File: src/sv/lmts_pkg.sv
// ----------------------------------------------------------------------------
// lmts_pkg
// Shared constants for the display mode timing and status interrupt block:
// mode lengths, frame geometry, command codes and mode codes.
// ----------------------------------------------------------------------------
package lmts_pkg;

   // Cycle counts per mode and line geometry.
   localparam logic [9:0] SEARCH_CYCLES   = 10'd80;
   localparam logic [9:0] TRANSFER_CYCLES = 10'd172;
   localparam logic [9:0] HBLANK_CYCLES   = 10'd204;
   localparam logic [9:0] LINE_CYCLES     = 10'd456;
   localparam logic [7:0] VISIBLE_LINES   = 8'd144;
   localparam logic [8:0] TOTAL_LINES     = 9'd154;
   localparam logic [9:0] COUNT_MAX       = 10'd1023;

   // Register reset values.
   localparam logic [7:0] CONTROL_RESET   = 8'h91;

   // Command codes carried on the request tuser.
   localparam logic [2:0] CMD_TICK        = 3'd0;
   localparam logic [2:0] CMD_WR_CONTROL  = 3'd1;
   localparam logic [2:0] CMD_WR_ENABLES  = 3'd2;
   localparam logic [2:0] CMD_WR_COMPARE  = 3'd3;
   localparam logic [2:0] CMD_RECHECK     = 3'd4;

   // Scan modes.
   localparam logic [1:0] MODE_HBLANK     = 2'd0;
   localparam logic [1:0] MODE_VBLANK     = 2'd1;
   localparam logic [1:0] MODE_SEARCH     = 2'd2;
   localparam logic [1:0] MODE_TRANSFER   = 2'd3;

   // Bit positions.
   localparam int DISPLAY_ON_BIT = 7;
   localparam int EN_HBLANK_BIT  = 0;
   localparam int EN_VBLANK_BIT  = 1;
   localparam int EN_SEARCH_BIT  = 2;
   localparam int EN_COMPARE_BIT = 3;

endpackage

File: src/sv/lcd_mode_timing_stat_irq.sv
// ----------------------------------------------------------------------------
// lcd_mode_timing_stat_irq
// Scan mode sequencer of a line-based display with vblank and status
// interrupt pulses and status readback, one word in and one word out per item.
// ----------------------------------------------------------------------------
//
//  channel  | dir | tdata (low bit up)                         | tuser
//  ---------+-----+--------------------------------------------+--------------
//  req_     | in  | tick_cycles[6:0], write_data[14:7], pad    | command[2:0]
//  rsp_     | out | status_read[7:0], line_number[15:8],       | -
//           |     | mode_now[17:16], stat_irq[18],             |
//           |     | vblank_irq[19], render_line[20], pad       |
//
// Each request word is handled in the cycle it is accepted: the state
// registers and the result register load on the same edge, so one word per
// cycle passes while rsp_tready holds; the result is out in the next cycle.
// The single result register sets the rate: a new word is taken whenever that
// register is empty or is being drained in the same cycle.
// A stalled rsp_tready holds the result and drops req_tready until it drains.
// reset (synchronous, active high) restores the register defaults: control
// 0x91, search mode, line and cycle count zero, no result pending.
// ----------------------------------------------------------------------------
module lcd_mode_timing_stat_irq
   import lmts_pkg::*;
(
   input  logic        clock,
   input  logic        reset,
   input  logic        req_tvalid,
   output logic        req_tready,
   input  logic [15:0] req_tdata,   // tick_cycles[6:0], write_data[14:7], zero[15]
   input  logic [2:0]  req_tuser,   // command[2:0]
   output logic        rsp_tvalid,
   input  logic        rsp_tready,
   output logic [23:0] rsp_tdata    // status_read, line_number, mode_now, stat_irq,
                                    // vblank_irq, render_line, zero[23:21]
);

   // Architectural state.
   logic [7:0] control_ff, control_in;
   logic [3:0] enables_ff, enables_in;
   logic [7:0] compare_ff, compare_in;
   logic [7:0] line_ff, line_in;
   logic [1:0] mode_ff, mode_in;
   logic [9:0] count_ff, count_in;
   logic       prev_irq_ff, prev_irq_in;

   // Result register.
   logic        out_valid_ff, out_valid_in;
   logic [23:0] out_data_ff, out_data_in;

   logic        req_fire;
   logic [2:0]  command;
   logic [6:0]  tick_cycles;
   logic [7:0]  write_data;
   logic [10:0] count_sum;
   logic [9:0]  count_sat;
   logic [8:0]  next_line;
   logic        evaluate;
   logic        level;
   logic        stat_pulse;
   logic        vblank_pulse;
   logic        render;
   logic [7:0]  status_read;

   assign command     = req_tuser;
   assign tick_cycles = req_tdata[6:0];
   assign write_data  = req_tdata[14:7];

   // Take a new word while the result register is empty or draining.
   assign req_tready = !out_valid_ff || rsp_tready;
   assign req_fire   = req_tvalid && req_tready;

   assign count_sum = {1'b0, count_ff} + {4'd0, tick_cycles};
   assign count_sat = (count_sum > {1'b0, COUNT_MAX}) ? COUNT_MAX : count_sum[9:0];
   assign next_line = {1'b0, line_ff} + 9'd1;

   always_comb begin
      control_in   = control_ff;
      enables_in   = enables_ff;
      compare_in   = compare_ff;
      line_in      = line_ff;
      mode_in      = mode_ff;
      count_in     = count_ff;
      evaluate     = 1'b0;
      vblank_pulse = 1'b0;
      render       = 1'b0;
      case (command)
         CMD_TICK: begin
            if (control_ff[DISPLAY_ON_BIT]) begin
               count_in = count_sat;
               // At most one mode change; subtract the finished mode's length.
               case (mode_ff)
                  MODE_SEARCH: begin
                     if (count_sat >= SEARCH_CYCLES) begin
                        count_in = count_sat - SEARCH_CYCLES;
                        mode_in  = MODE_TRANSFER;
                     end
                  end
                  MODE_TRANSFER: begin
                     if (count_sat >= TRANSFER_CYCLES) begin
                        count_in = count_sat - TRANSFER_CYCLES;
                        render   = (line_ff < VISIBLE_LINES);
                        mode_in  = MODE_HBLANK;
                        evaluate = 1'b1;
                     end
                  end
                  MODE_HBLANK: begin
                     if (count_sat >= HBLANK_CYCLES) begin
                        count_in = count_sat - HBLANK_CYCLES;
                        line_in  = next_line[7:0];   // wraps modulo 256
                        if (next_line[7:0] == VISIBLE_LINES) begin
                           mode_in      = MODE_VBLANK;
                           vblank_pulse = 1'b1;
                        end else begin
                           mode_in = MODE_SEARCH;
                        end
                        evaluate = 1'b1;
                     end
                  end
                  default: begin
                     // vblank: whole lines, wrap to line 0 at end of frame
                     if (count_sat >= LINE_CYCLES) begin
                        count_in = count_sat - LINE_CYCLES;
                        if (next_line >= TOTAL_LINES) begin
                           line_in = 8'd0;
                           mode_in = MODE_SEARCH;
                        end else begin
                           line_in = next_line[7:0];
                        end
                        evaluate = 1'b1;
                     end
                  end
               endcase
            end
         end
         CMD_WR_CONTROL: begin
            control_in = write_data;
            if (control_ff[DISPLAY_ON_BIT] && !write_data[DISPLAY_ON_BIT]) begin
               line_in  = 8'd0;
               mode_in  = MODE_HBLANK;
               count_in = 10'd0;
            end else if (!control_ff[DISPLAY_ON_BIT] && write_data[DISPLAY_ON_BIT]) begin
               mode_in  = MODE_SEARCH;
               count_in = 10'd0;
               evaluate = 1'b1;
            end
         end
         CMD_WR_ENABLES: begin
            enables_in = write_data[6:3];
            evaluate   = 1'b1;
         end
         CMD_WR_COMPARE: begin
            compare_in = write_data;
         end
         CMD_RECHECK: begin
            evaluate = 1'b1;
         end
         default: begin
            // unused commands: plain readback
         end
      endcase
   end

   // Status line level on the updated state; edge against the stored level.
   always_comb begin
      level = (enables_in[EN_COMPARE_BIT] && (line_in == compare_in))
           || (enables_in[EN_HBLANK_BIT] && (mode_in == MODE_HBLANK))
           || (enables_in[EN_VBLANK_BIT] && (mode_in == MODE_VBLANK))
           || (enables_in[EN_SEARCH_BIT] && (mode_in == MODE_SEARCH));
      stat_pulse  = evaluate && level && !prev_irq_ff;
      prev_irq_in = evaluate ? level : prev_irq_ff;
   end

   always_comb begin
      status_read = {1'b1, enables_in, (line_in == compare_in),
                     control_in[DISPLAY_ON_BIT] ? mode_in : 2'd0};
      out_data_in = {3'd0, render, vblank_pulse, stat_pulse, mode_in, line_in,
                     status_read};
      // Hold a stalled result; drop it once taken with nothing new behind it.
      if (req_fire) begin
         out_valid_in = 1'b1;
      end else if (rsp_tready) begin
         out_valid_in = 1'b0;
      end else begin
         out_valid_in = out_valid_ff;
      end
   end

   always_ff @(posedge clock) begin
      if (reset) begin
         control_ff   <= CONTROL_RESET;
         enables_ff   <= 4'd0;
         compare_ff   <= 8'd0;
         line_ff      <= 8'd0;
         mode_ff      <= MODE_SEARCH;
         count_ff     <= 10'd0;
         prev_irq_ff  <= 1'b0;
         out_valid_ff <= 1'b0;
      end else begin
         out_valid_ff <= out_valid_in;
         if (req_fire) begin
            control_ff  <= control_in;
            enables_ff  <= enables_in;
            compare_ff  <= compare_in;
            line_ff     <= line_in;
            mode_ff     <= mode_in;
            count_ff    <= count_in;
            prev_irq_ff <= prev_irq_in;
         end
      end
   end

   always_ff @(posedge clock) begin
      if (req_fire) begin
         out_data_ff <= out_data_in;
      end
   end

   assign rsp_tvalid = out_valid_ff;
   assign rsp_tdata  = out_data_ff;

   // A vblank pulse always reports vblank mode.
   a_vblank_mode: assert property (@(posedge clock) disable iff (reset)
      (rsp_tvalid && rsp_tdata[19]) |-> (rsp_tdata[17:16] == MODE_VBLANK))
      else $error("vblank pulse outside vblank mode");

   // A line render is flagged only on the move into hblank.
   a_render_mode: assert property (@(posedge clock) disable iff (reset)
      (rsp_tvalid && rsp_tdata[20]) |-> (rsp_tdata[17:16] == MODE_HBLANK))
      else $error("render flag outside hblank");

   // A status edge leaves the stored level high.
   a_stat_level: assert property (@(posedge clock) disable iff (reset)
      (req_fire && stat_pulse) |=> prev_irq_ff)
      else $error("status edge without stored level");

   // A result that was not taken stays put.
   a_result_hold: assert property (@(posedge clock) disable iff (reset)
      (rsp_tvalid && !rsp_tready) |=> (rsp_tvalid && $stable(rsp_tdata)))
      else $error("pending result changed");

endmodule
File: config.mk
export PLATFORM = sky130hd
export DESIGN_NAME = lcd_mode_timing_stat_irq
export DESIGN_NICKNAME = d
export VERILOG_FILES = /design/src/sv/lmts_pkg.sv /design/src/sv/lcd_mode_timing_stat_irq.sv
export SDC_FILE = /design/constraint.sdc
export NUM_CORES = 1
export LEC_CHECK = 0
export BUFFER_PORTS_ARGS = -buffer_cell sky130_fd_sc_hd__buf_2
export CORE_MARGIN = 4
export CORE_UTILIZATION = 25
export CTS_CLUSTER_DIAMETER = 60
export CTS_CLUSTER_SIZE = 20
export DETAILED_ROUTE_END_ITERATION = 8
export HOLD_SLACK_MARGIN = 0.06
export PLACE_DENSITY = 0.39
export SLEW_MARGIN = 40
export SYNTH_ARGS = -nofsm -noshare
export SYNTH_HDL_FRONTEND = slang
export SYNTH_SLANG_ARGS = --single-unit
File: constraint.sdc
create_clock -name clock -period 12.48 [get_ports clock]
set_input_delay 1.248 -clock clock [delete_from_list [all_inputs] [get_ports clock]]
set_output_delay 1.248 -clock clock [all_outputs]
set_load 0.1 [all_outputs]
; ---- Word level (Yosys, flattened, before mapping)
; Index checks and enable logic that the tools add are counted.
[classes]
n_mux = 42
n_eq_ne = 12
addsub = 6
reduce_logical = 29
n_lt_le_gt_ge = 7
[op_table]
columns = operator, count
row1 = two-way mux 10 bit, 8
row2 = two-way mux 8 bit, 7
row3 = case mux 8 bit (2 select lines), 2
row4 = case mux 10 bit (3 select lines), 1
row5 = "greater-or-equal comparator 10 x 8 -> 1 bit, second input constant", 2
row6 = case mux 10 bit (2 select lines), 1
row7 = "subtractor 10 x 8 -> 10 bit, second input constant", 2
row8 = two-way mux 2 bit, 9
row9 = AND reduction 4 bit, 3
row10 = adder 10 x 7 -> 11 bit, 1
row11 = "greater-than comparator 11 x 10 -> 1 bit, second input constant", 1
row12 = "greater-or-equal comparator 10 x 7 -> 1 bit, second input constant", 1
row13 = "greater-or-equal comparator 10 x 9 -> 1 bit, second input constant", 1
row14 = "subtractor 10 x 7 -> 10 bit, second input constant", 1
row15 = "subtractor 10 x 9 -> 10 bit, second input constant", 1
row16 = "adder 8 x 1 -> 9 bit, second input constant", 1
row17 = "greater-or-equal comparator 9 x 8 -> 1 bit, second input constant", 1
row18 = logical AND 1 bit, 9
row19 = two-way mux 1 bit, 9
row20 = equality test 8 bit, 1
row21 = "equality test 8 bit, second input constant", 1
row22 = "< comparator 8 bit, second input constant", 1
row23 = "equality test 2 bit, second input constant", 3
row24 = "equality test 3 x 2 -> 1 bit, second input constant", 2
row25 = other kinds (16), 27
[totals]
register_bits = 62
out_inout_bits = 26

; ---- Longest topological paths before layout
[logic_depth]
word_depth = 15
mapped_depth = 19
ltp_nobuf = 17

; ---- Worst setup path before layout
; Ideal clock, no wire load.
[synth_timing]
kind = input port to flip-flop
from = input port req_tdata[0]
to = register prev_irq_ff
arrival_time_ps = 5752
path_stages = 18
required_ps = 12392
setup_slack_ps = 6640
setup_time_ps = 88
cell_sequence = ha_1 > fa_1 > a211o_1 > a41o_1 > buf_6 > a32oi_1 > o21a_1 > inv_1 > ha_1 > a21oi_1 > o21ai_0 > a21oi_4 > nor3_1 > o211a_1 > or4_4 > a2111oi_4 > nand4_1 > a311oi_2
[synth_via]
elab_chain_len = 13
[synth_lines]
columns = element, line
row1 = "start, declared", lcd_mode_timing_stat_irq.sv:30  ; input logic [15:0] req_tdata,
row2 = adder 10 x 7 -> 11 bit (*), lcd_mode_timing_stat_irq.sv:73  ; assign count_sum = {1'b0, count_ff} + {4'd0, tick_cycles};
row3 = greater-than comparator 11 x 10 -> 1 bit, lcd_mode_timing_stat_irq.sv:74  ; assign count_sat = (count_sum > {1'b0, COUNT_MAX}) ? COUNT_MAX : count_sum[9:0];
row4 = two-way mux 10 bit (*), lcd_mode_timing_stat_irq.sv:74
row5 = greater-or-equal comparator 10 x 9 -> 1 bit (tied with other cells), lcd_mode_timing_stat_irq.sv:122  ; if (count_sat >= LINE_CYCLES) begin
row6 = two-way mux 8 bit (tied with other cells), lcd_mode_timing_stat_irq.sv:122
row7 = case mux 8 bit (2 select lines) / case mux 2 bit (3 select lines) (equally long branches), lcd_mode_timing_stat_irq.sv:92  ; case (mode_ff)
row8 = two-way mux 8 bit / two-way mux 2 bit (equally long branches), lcd_mode_timing_stat_irq.sv:89  ; if (control_ff[DISPLAY_ON_BIT]) begin
row9 = case mux 8 bit (2 select lines) / case mux 2 bit (2 select lines) (equally long branches), lcd_mode_timing_stat_irq.sv:87  ; case (command)
row10 = equality test 8 bit / zero test 2 bit (equally long branches), "lcd_mode_timing_stat_irq.sv:166, lcd_mode_timing_stat_irq.sv:167"
row11 = logical AND 1 bit (on tied branches), "lcd_mode_timing_stat_irq.sv:166, lcd_mode_timing_stat_irq.sv:167"
row12 = logical OR 1 bit, lcd_mode_timing_stat_irq.sv:167  ; || (enables_in[EN_HBLANK_BIT] && (mode_in == MODE_HBLANK))
row13 = logical OR 1 bit, lcd_mode_timing_stat_irq.sv:168  ; || (enables_in[EN_VBLANK_BIT] && (mode_in == MODE_VBLANK))
row14 = logical OR 1 bit, lcd_mode_timing_stat_irq.sv:169  ; || (enables_in[EN_SEARCH_BIT] && (mode_in == MODE_SEARCH));
row15 = "end signal, assigned", lcd_mode_timing_stat_irq.sv:208  ; prev_irq_ff <= prev_irq_in;
row16 = "end, declared", lcd_mode_timing_stat_irq.sv:45  ; logic prev_irq_ff, prev_irq_in;
; Every way passes the cells marked *; elsewhere a longest branch is shown, timed or not.
; A chain may end at the register's enable or synchronous reset.

; ---- Final worst setup path
[layout_timing]
from = input port req_tdata[0]
to = register out_data_ff[18] (netlist: rsp_tdata[18]) (data pin)
[layout_via]
elab_chain_len = 15
[layout_lines]
columns = element, line
row1 = adder 10 x 7 -> 11 bit (*), lcd_mode_timing_stat_irq.sv:73
row2 = greater-than comparator 11 x 10 -> 1 bit, lcd_mode_timing_stat_irq.sv:74
row3 = two-way mux 10 bit (*), lcd_mode_timing_stat_irq.sv:74
row4 = greater-or-equal comparator 10 x 9 -> 1 bit (tied with other cells), lcd_mode_timing_stat_irq.sv:122
row5 = two-way mux 8 bit (tied with other cells), lcd_mode_timing_stat_irq.sv:122
row6 = case mux 8 bit (2 select lines) / case mux 2 bit (3 select lines) (equally long branches), lcd_mode_timing_stat_irq.sv:92
row7 = two-way mux 8 bit / two-way mux 2 bit (equally long branches), lcd_mode_timing_stat_irq.sv:89
row8 = case mux 8 bit (2 select lines) / case mux 2 bit (2 select lines) (equally long branches), lcd_mode_timing_stat_irq.sv:87
row9 = equality test 8 bit / zero test 2 bit (equally long branches), "lcd_mode_timing_stat_irq.sv:166, lcd_mode_timing_stat_irq.sv:167"
row10 = logical AND 1 bit (on tied branches), "lcd_mode_timing_stat_irq.sv:166, lcd_mode_timing_stat_irq.sv:167"
row11 = logical OR 1 bit, lcd_mode_timing_stat_irq.sv:167
row12 = logical OR 1 bit, lcd_mode_timing_stat_irq.sv:168
row13 = logical OR 1 bit, lcd_mode_timing_stat_irq.sv:169
row14 = logical AND 1 bit (*) (2 in a row), lcd_mode_timing_stat_irq.sv:170  ; stat_pulse = evaluate && level && !prev_irq_ff;
row15 = via out_data_in[18], lcd_mode_timing_stat_irq.sv:49  ; logic [23:0] out_data_ff, out_data_in;
row16 = "end signal, assigned", lcd_mode_timing_stat_irq.sv:215  ; out_data_ff <= out_data_in;
row17 = "end, declared", lcd_mode_timing_stat_irq.sv:49
; Mark *: on every way through the listed nets, which the timed path passes. The rest lies on a longest branch.

==> impl_summary.md <==
Timing
The measured slew at the worst slew-check pin is 0.844 ns. Across the routed clock network, the largest skew measured is 0.0149 ns. Setup total negative slack on the finished layout was measured at 0 ns. The count of final max-slew check failures is 0. The worst slew slack as a fraction of its limit is 0.436.

For the finished layout, the period the worst path requires is 6.74 ns. Hold timing on the final database bottoms out at a slack of 0.498 ns. The final period utilization is 0.540. The highest achievable clock rate is between 100 and 150 MHz. The post-layout worst setup margin is 5.74 ns. Setup repair after global routing left no endpoint under its margin.

The hold violation count in the final report was 0. The final number of setup-violating endpoints is 0.

Yosys
The synthesized area per cell is between 7 and 8 µm². The leading register cell type out of synthesis is sky130_fd_sc_hd__dfxtp_1. Of the total synthesized cell area, the portion taken by full adders, half adders and majority gates is 0.0472.

The number of warning messages in the yosys log is 0. The distinct cell type count of the synthesized netlist is 83. The cell count after synthesis came out at 693. The share of the synthesized area in the top cell type is 0.135.

The main combinational cell family by area after synthesis is compound AO/OA/AOI/OAI gates. The number of enable flip-flop cells after synthesis is 20. The count of state elements after synthesis is 55. In the post-synthesis netlist, the biggest area contributors are sky130_fd_sc_hd__dfxtp_1 (13%), sky130_fd_sc_hd__edfxtp_1 (12%), sky130_fd_sc_hd__nor2_1 (5.4%). The cell type with the largest total area after synthesis is sky130_fd_sc_hd__dfxtp_1.

The compound-gate portion of the synthesized area is 0.331. The area of the mapped netlist is 5190 µm². The share of the synthesized netlist area taken by xor and xnor gates is 0.0301. The proportion of synthesized area in mux cells is 0.0475. Counting flops with an async set or reset pin after synthesis yields a share of 0. For this run, the register share of the synthesized area comes to 0.251. Of the total synthesized cell area, the portion taken by AND, OR, NAND and NOR gates is 0.234.

CTS
TritonCTS built the clock tree. In this run the number of H-tree levels came out at 2. The number of buffers created by CTS is 5. The clock passes through at most 2 buffers. The clock reaches the later pin of the worst-skew pair after 0.32 ns. The hold buffer count at cts is 0.

The cell at the root of the clock tree is sky130_fd_sc_hd__clkbuf_16. The post-cts resize count is 0. Clock-pin slew was measured on the worst setup and hold paths at 0.08 ns. Buffers added to address setup during post-CTS repair amount to 0. For this design, the sink count on the clock tree is 55.

Routing
Dividing the detail-routed wire length by the instance count gives 19.7 µm. Before antenna repair, the detailed router went through 6 iterations. The ratio of routed vias to standard cells is 5.54. For this block, the routed nets add up to 19100 µm of wire. The DRC violation count after routing is 0. The count of antenna-violating nets left after detailed routing is 0.

The total via count after detailed routing is 5380. The number of violations reported at the end of detailed-routing iteration 0 is 507.

Pwr
For this design the ratio of total power to cell area is 95.2 nW/µm². IR analysis of the VDD net gives a maximum drop of 53.7 µV. Of the total power, the share spent switching nets is 0.388. The fraction of power consumed by combinational cells is 0.315. Cell internal power was estimated by the tool at approximately 340 µW.

In this run the static leakage power is 2.17 nW. The part of the total power dissipated in the clock network is 0.319. The sequential cell fraction of total power is 0.366. The analysis attributes to net switching a power of 214 µW.

Placement
Routability-driven placement finished with a final weighted congestion of approximately 0.83. The pre-CTS worst setup slack is 5.54 ns. During placement, the flow inserted port buffers numbering 43. The total placed instance area is around 5600 µm². Detailed placement ended at an HPWL of approximately 13000 µm. After detailed placement, the design holds a cell count of 963.

GRT
Entering global routing, the biggest net connects 38 pins. The initial antenna violation count is 0. For this run the aggregate overflow at the end of global routing stands at 0. The wire length of the first global-routing pass is 29500 µm.

The combined global-route utilization of all metal layers is 0.158. The via count of the first global-routing pass is approximately 5000.

Die
The die is around 150 µm wide. The die is 152 µm tall. The die outline area is 23100 µm².

The initial core utilization is 0.255. The floorplan has between 50 and 60 rows. 49 I/O pins were placed. The floorplan core area is roughly 20000 µm².

Setup path
The worst setup path is captured at a register. STA classifies the critical path startpoint as a primary input. The critical path in this run is classified as in -> reg. The maximum fanout encountered on the critical timing path is 18. The data arrival time at the worst-slack endpoint is 6.90 ns. For the worst setup path, the data required time is 12.64 ns.

Outcome
The flow ran to the end, and the final reports show no timing, DRC or antenna violations.

Final layout
The register area is 1300 µm². The count of inserted antenna diode cells is 0. The finished layout holds 971 standard cells, fillers aside. The layout-stage area growth over the synthesis result is 11.7%. At the end of the flow, the number of nets in the layout was 742. Of the cells placed in the final design, the portion with a size suffix greater than 1 is 0.121.

After filler insertion, the fill cell instance count of the layout stands at 2236. The multi-input gate area in the final layout is 3640 µm². After routing the design area is 5800 µm².

Hold path
The worst hold path belongs to the class reg -> reg.

Run
The count of max-cap constraint violations is 0.
cell usage in the layout (no fill, tap or decap), drive strengths merged, types with 4 or more instances in the layout:
| cell type | n |
|---|---|
| o22ai | 4 |
| inv | 19 |
| o32ai | 6 |
| a21oi | 56 |
| o21ai | 55 |
| nor4 | 4 |
| a21o | 10 |
| conb | 4 |
| edfxtp | 20 |
| o21a | 6 |
| xnor2 | 11 |
| o31ai | 9 |
| nor2b | 4 |
| buf | 51 |
| a22oi | 7 |
| mux2i | 19 |
| a211oi | 21 |
| nand4 | 5 |
| and2 | 10 |
| dfxtp | 35 |
| or3 | 7 |
| nor2 | 75 |
| a21boi | 5 |
| a31oi | 8 |
| and3 | 11 |
| o41ai | 4 |
| a32oi | 4 |
| nand3 | 19 |
| xor2 | 6 |
| o211ai | 12 |
| or2 | 4 |
| clkbuf | 6 |
| nand2b | 10 |
| nand2 | 69 |
| o31a | 4 |
| nor3 | 21 |
| ha | 18 |
layer usage:
layer	track usage	routed length, µm	vias up
met5	0	0	-
met4	0.0402	323	0
met3	0.0256	958	19
met2	0.256	8770	142
met1	0.221	9040	2611
li1	-	-	2608
stage by stage:
stage | util | total power, mW
after detailed placement | 0.276 | 0.379
after CTS | 0.284 | 0.559
after global placement | 0.275 | 0.378
after floorplan | - | 0.337
final | 0.285 | 0.553
after global routing | 0.285 | 0.579
power by group through the flow:
| stage | registers (mW) | logic (mW) | clock network (mW) |
|---|---|---|---|
| floorplan | 0.237 | 0.0997 | 0 |
| global placement | 0.206 | 0.172 | 0 |
| detailed placement | 0.206 | 0.173 | 0 |
| CTS | 0.202 | 0.174 | 0.183 |
| global route | 0.204 | 0.188 | 0.187 |
| finish | 0.202 | 0.174 | 0.176 |
Yosys cell counts, types with 4 or more instances:
cell                       number
sky130_fd_sc_hd__nor2b_1        4
sky130_fd_sc_hd__nand4_1        5
sky130_fd_sc_hd__a21boi_0       5
sky130_fd_sc_hd__or3_1          7
sky130_fd_sc_hd__o211ai_1      12
sky130_fd_sc_hd__o41ai_1        4
sky130_fd_sc_hd__o22ai_1        4
sky130_fd_sc_hd__o31a_1         4
sky130_fd_sc_hd__o32ai_1        6
sky130_fd_sc_hd__buf_2          5
sky130_fd_sc_hd__nor4_1         4
sky130_fd_sc_hd__o31ai_1        9
sky130_fd_sc_hd__clkbuf_1      41
sky130_fd_sc_hd__a211oi_1      20
sky130_fd_sc_hd__xor2_1         6
sky130_fd_sc_hd__o21ai_0       52
sky130_fd_sc_hd__nand2b_1      10
sky130_fd_sc_hd__and3_1        11
sky130_fd_sc_hd__ha_1          18
sky130_fd_sc_hd__a31oi_1        8
sky130_fd_sc_hd__and2_1         9
sky130_fd_sc_hd__edfxtp_1      20
sky130_fd_sc_hd__or2_2          4
sky130_fd_sc_hd__nand2_1       69
sky130_fd_sc_hd__inv_1         17
sky130_fd_sc_hd__buf_4          4
sky130_fd_sc_hd__a21o_1        10
sky130_fd_sc_hd__dfxtp_1       35
sky130_fd_sc_hd__o21a_1         6
sky130_fd_sc_hd__nor3_1        21
sky130_fd_sc_hd__nand3_1       19
sky130_fd_sc_hd__a21oi_1       54
sky130_fd_sc_hd__a22oi_1        7
sky130_fd_sc_hd__nor2_1        75
sky130_fd_sc_hd__xnor2_1       10
sky130_fd_sc_hd__mux2i_1       19
sky130_fd_sc_hd__a32oi_1        4
registers in the layout (all words and copies together), names as in the netlist:
| name | flops |
|---|---|
| rsp_tdata | 20 |
| count_ff | 10 |
| compare_ff | 8 |
| line_ff | 8 |
| enables_ff | 4 |
| mode_ff | 2 |
| control_ff | 1 |
| prev_irq_ff | 1 |
| rsp_tvalid | 1 |
logic make-up (layout without fill, tap and decap cells):
| logic type | Yosys count | after routing |
|---|---|---|
| flip-flops | 55 | 55 |
| other | 2 | 4 |
| adder cells (fa/ha/maj) | 19 | 19 |
| AO/OA/AOI/OAI | 250 | 250 |
| multiplexers | 23 | 23 |
| buffers and inverters | 73 | 79 |
| XOR/XNOR | 17 | 17 |
| AND/OR/NAND/NOR | 254 | 254 |
worst paths after layout:
check / start / end / slack, ns / cells after the start
max reg2reg: count_ff[0] / rsp_tdata[18] / 6.45 / 18
min reg2reg: compare_ff[7] / compare_ff[7] / 0.50 / 2
max: req_tdata[0] / rsp_tdata[18] / 5.74 / 19
min: compare_ff[7] / compare_ff[7] / 0.50 / 2
worst max-delay path, cell delays in order:
cell and delay, ns:
sky130_fd_sc_hd__buf_2 0.10, sky130_fd_sc_hd__ha_1 0.23, sky130_fd_sc_hd__fa_1 0.42, sky130_fd_sc_hd__a211o_1 0.33, sky130_fd_sc_hd__a41o_1 0.39, sky130_fd_sc_hd__a32oi_1 0.21
sky130_fd_sc_hd__buf_4 0.22, sky130_fd_sc_hd__o21a_1 0.24, sky130_fd_sc_hd__inv_1 0.12, sky130_fd_sc_hd__ha_1 0.31, sky130_fd_sc_hd__a21oi_1 0.30, sky130_fd_sc_hd__o21ai_0 0.35
sky130_fd_sc_hd__a21oi_4 0.60, sky130_fd_sc_hd__nor3_1 0.10, sky130_fd_sc_hd__o211a_1 0.26, sky130_fd_sc_hd__or4_4 0.55, sky130_fd_sc_hd__a2111oi_4 0.38, sky130_fd_sc_hd__nand4_1 0.27
sky130_fd_sc_hd__a21oi_1 0.24
layout make-up:
class                   instances  area share
inverters                      20      0.0129
clock buffers                   6      0.0222
clock inverters                 2     0.00668
multi-input cells             567       0.628
repair buffers                 51      0.0474
flip-flops and latches         55       0.224
well taps                     270      0.0582
(Power assumes the default switching activity.)
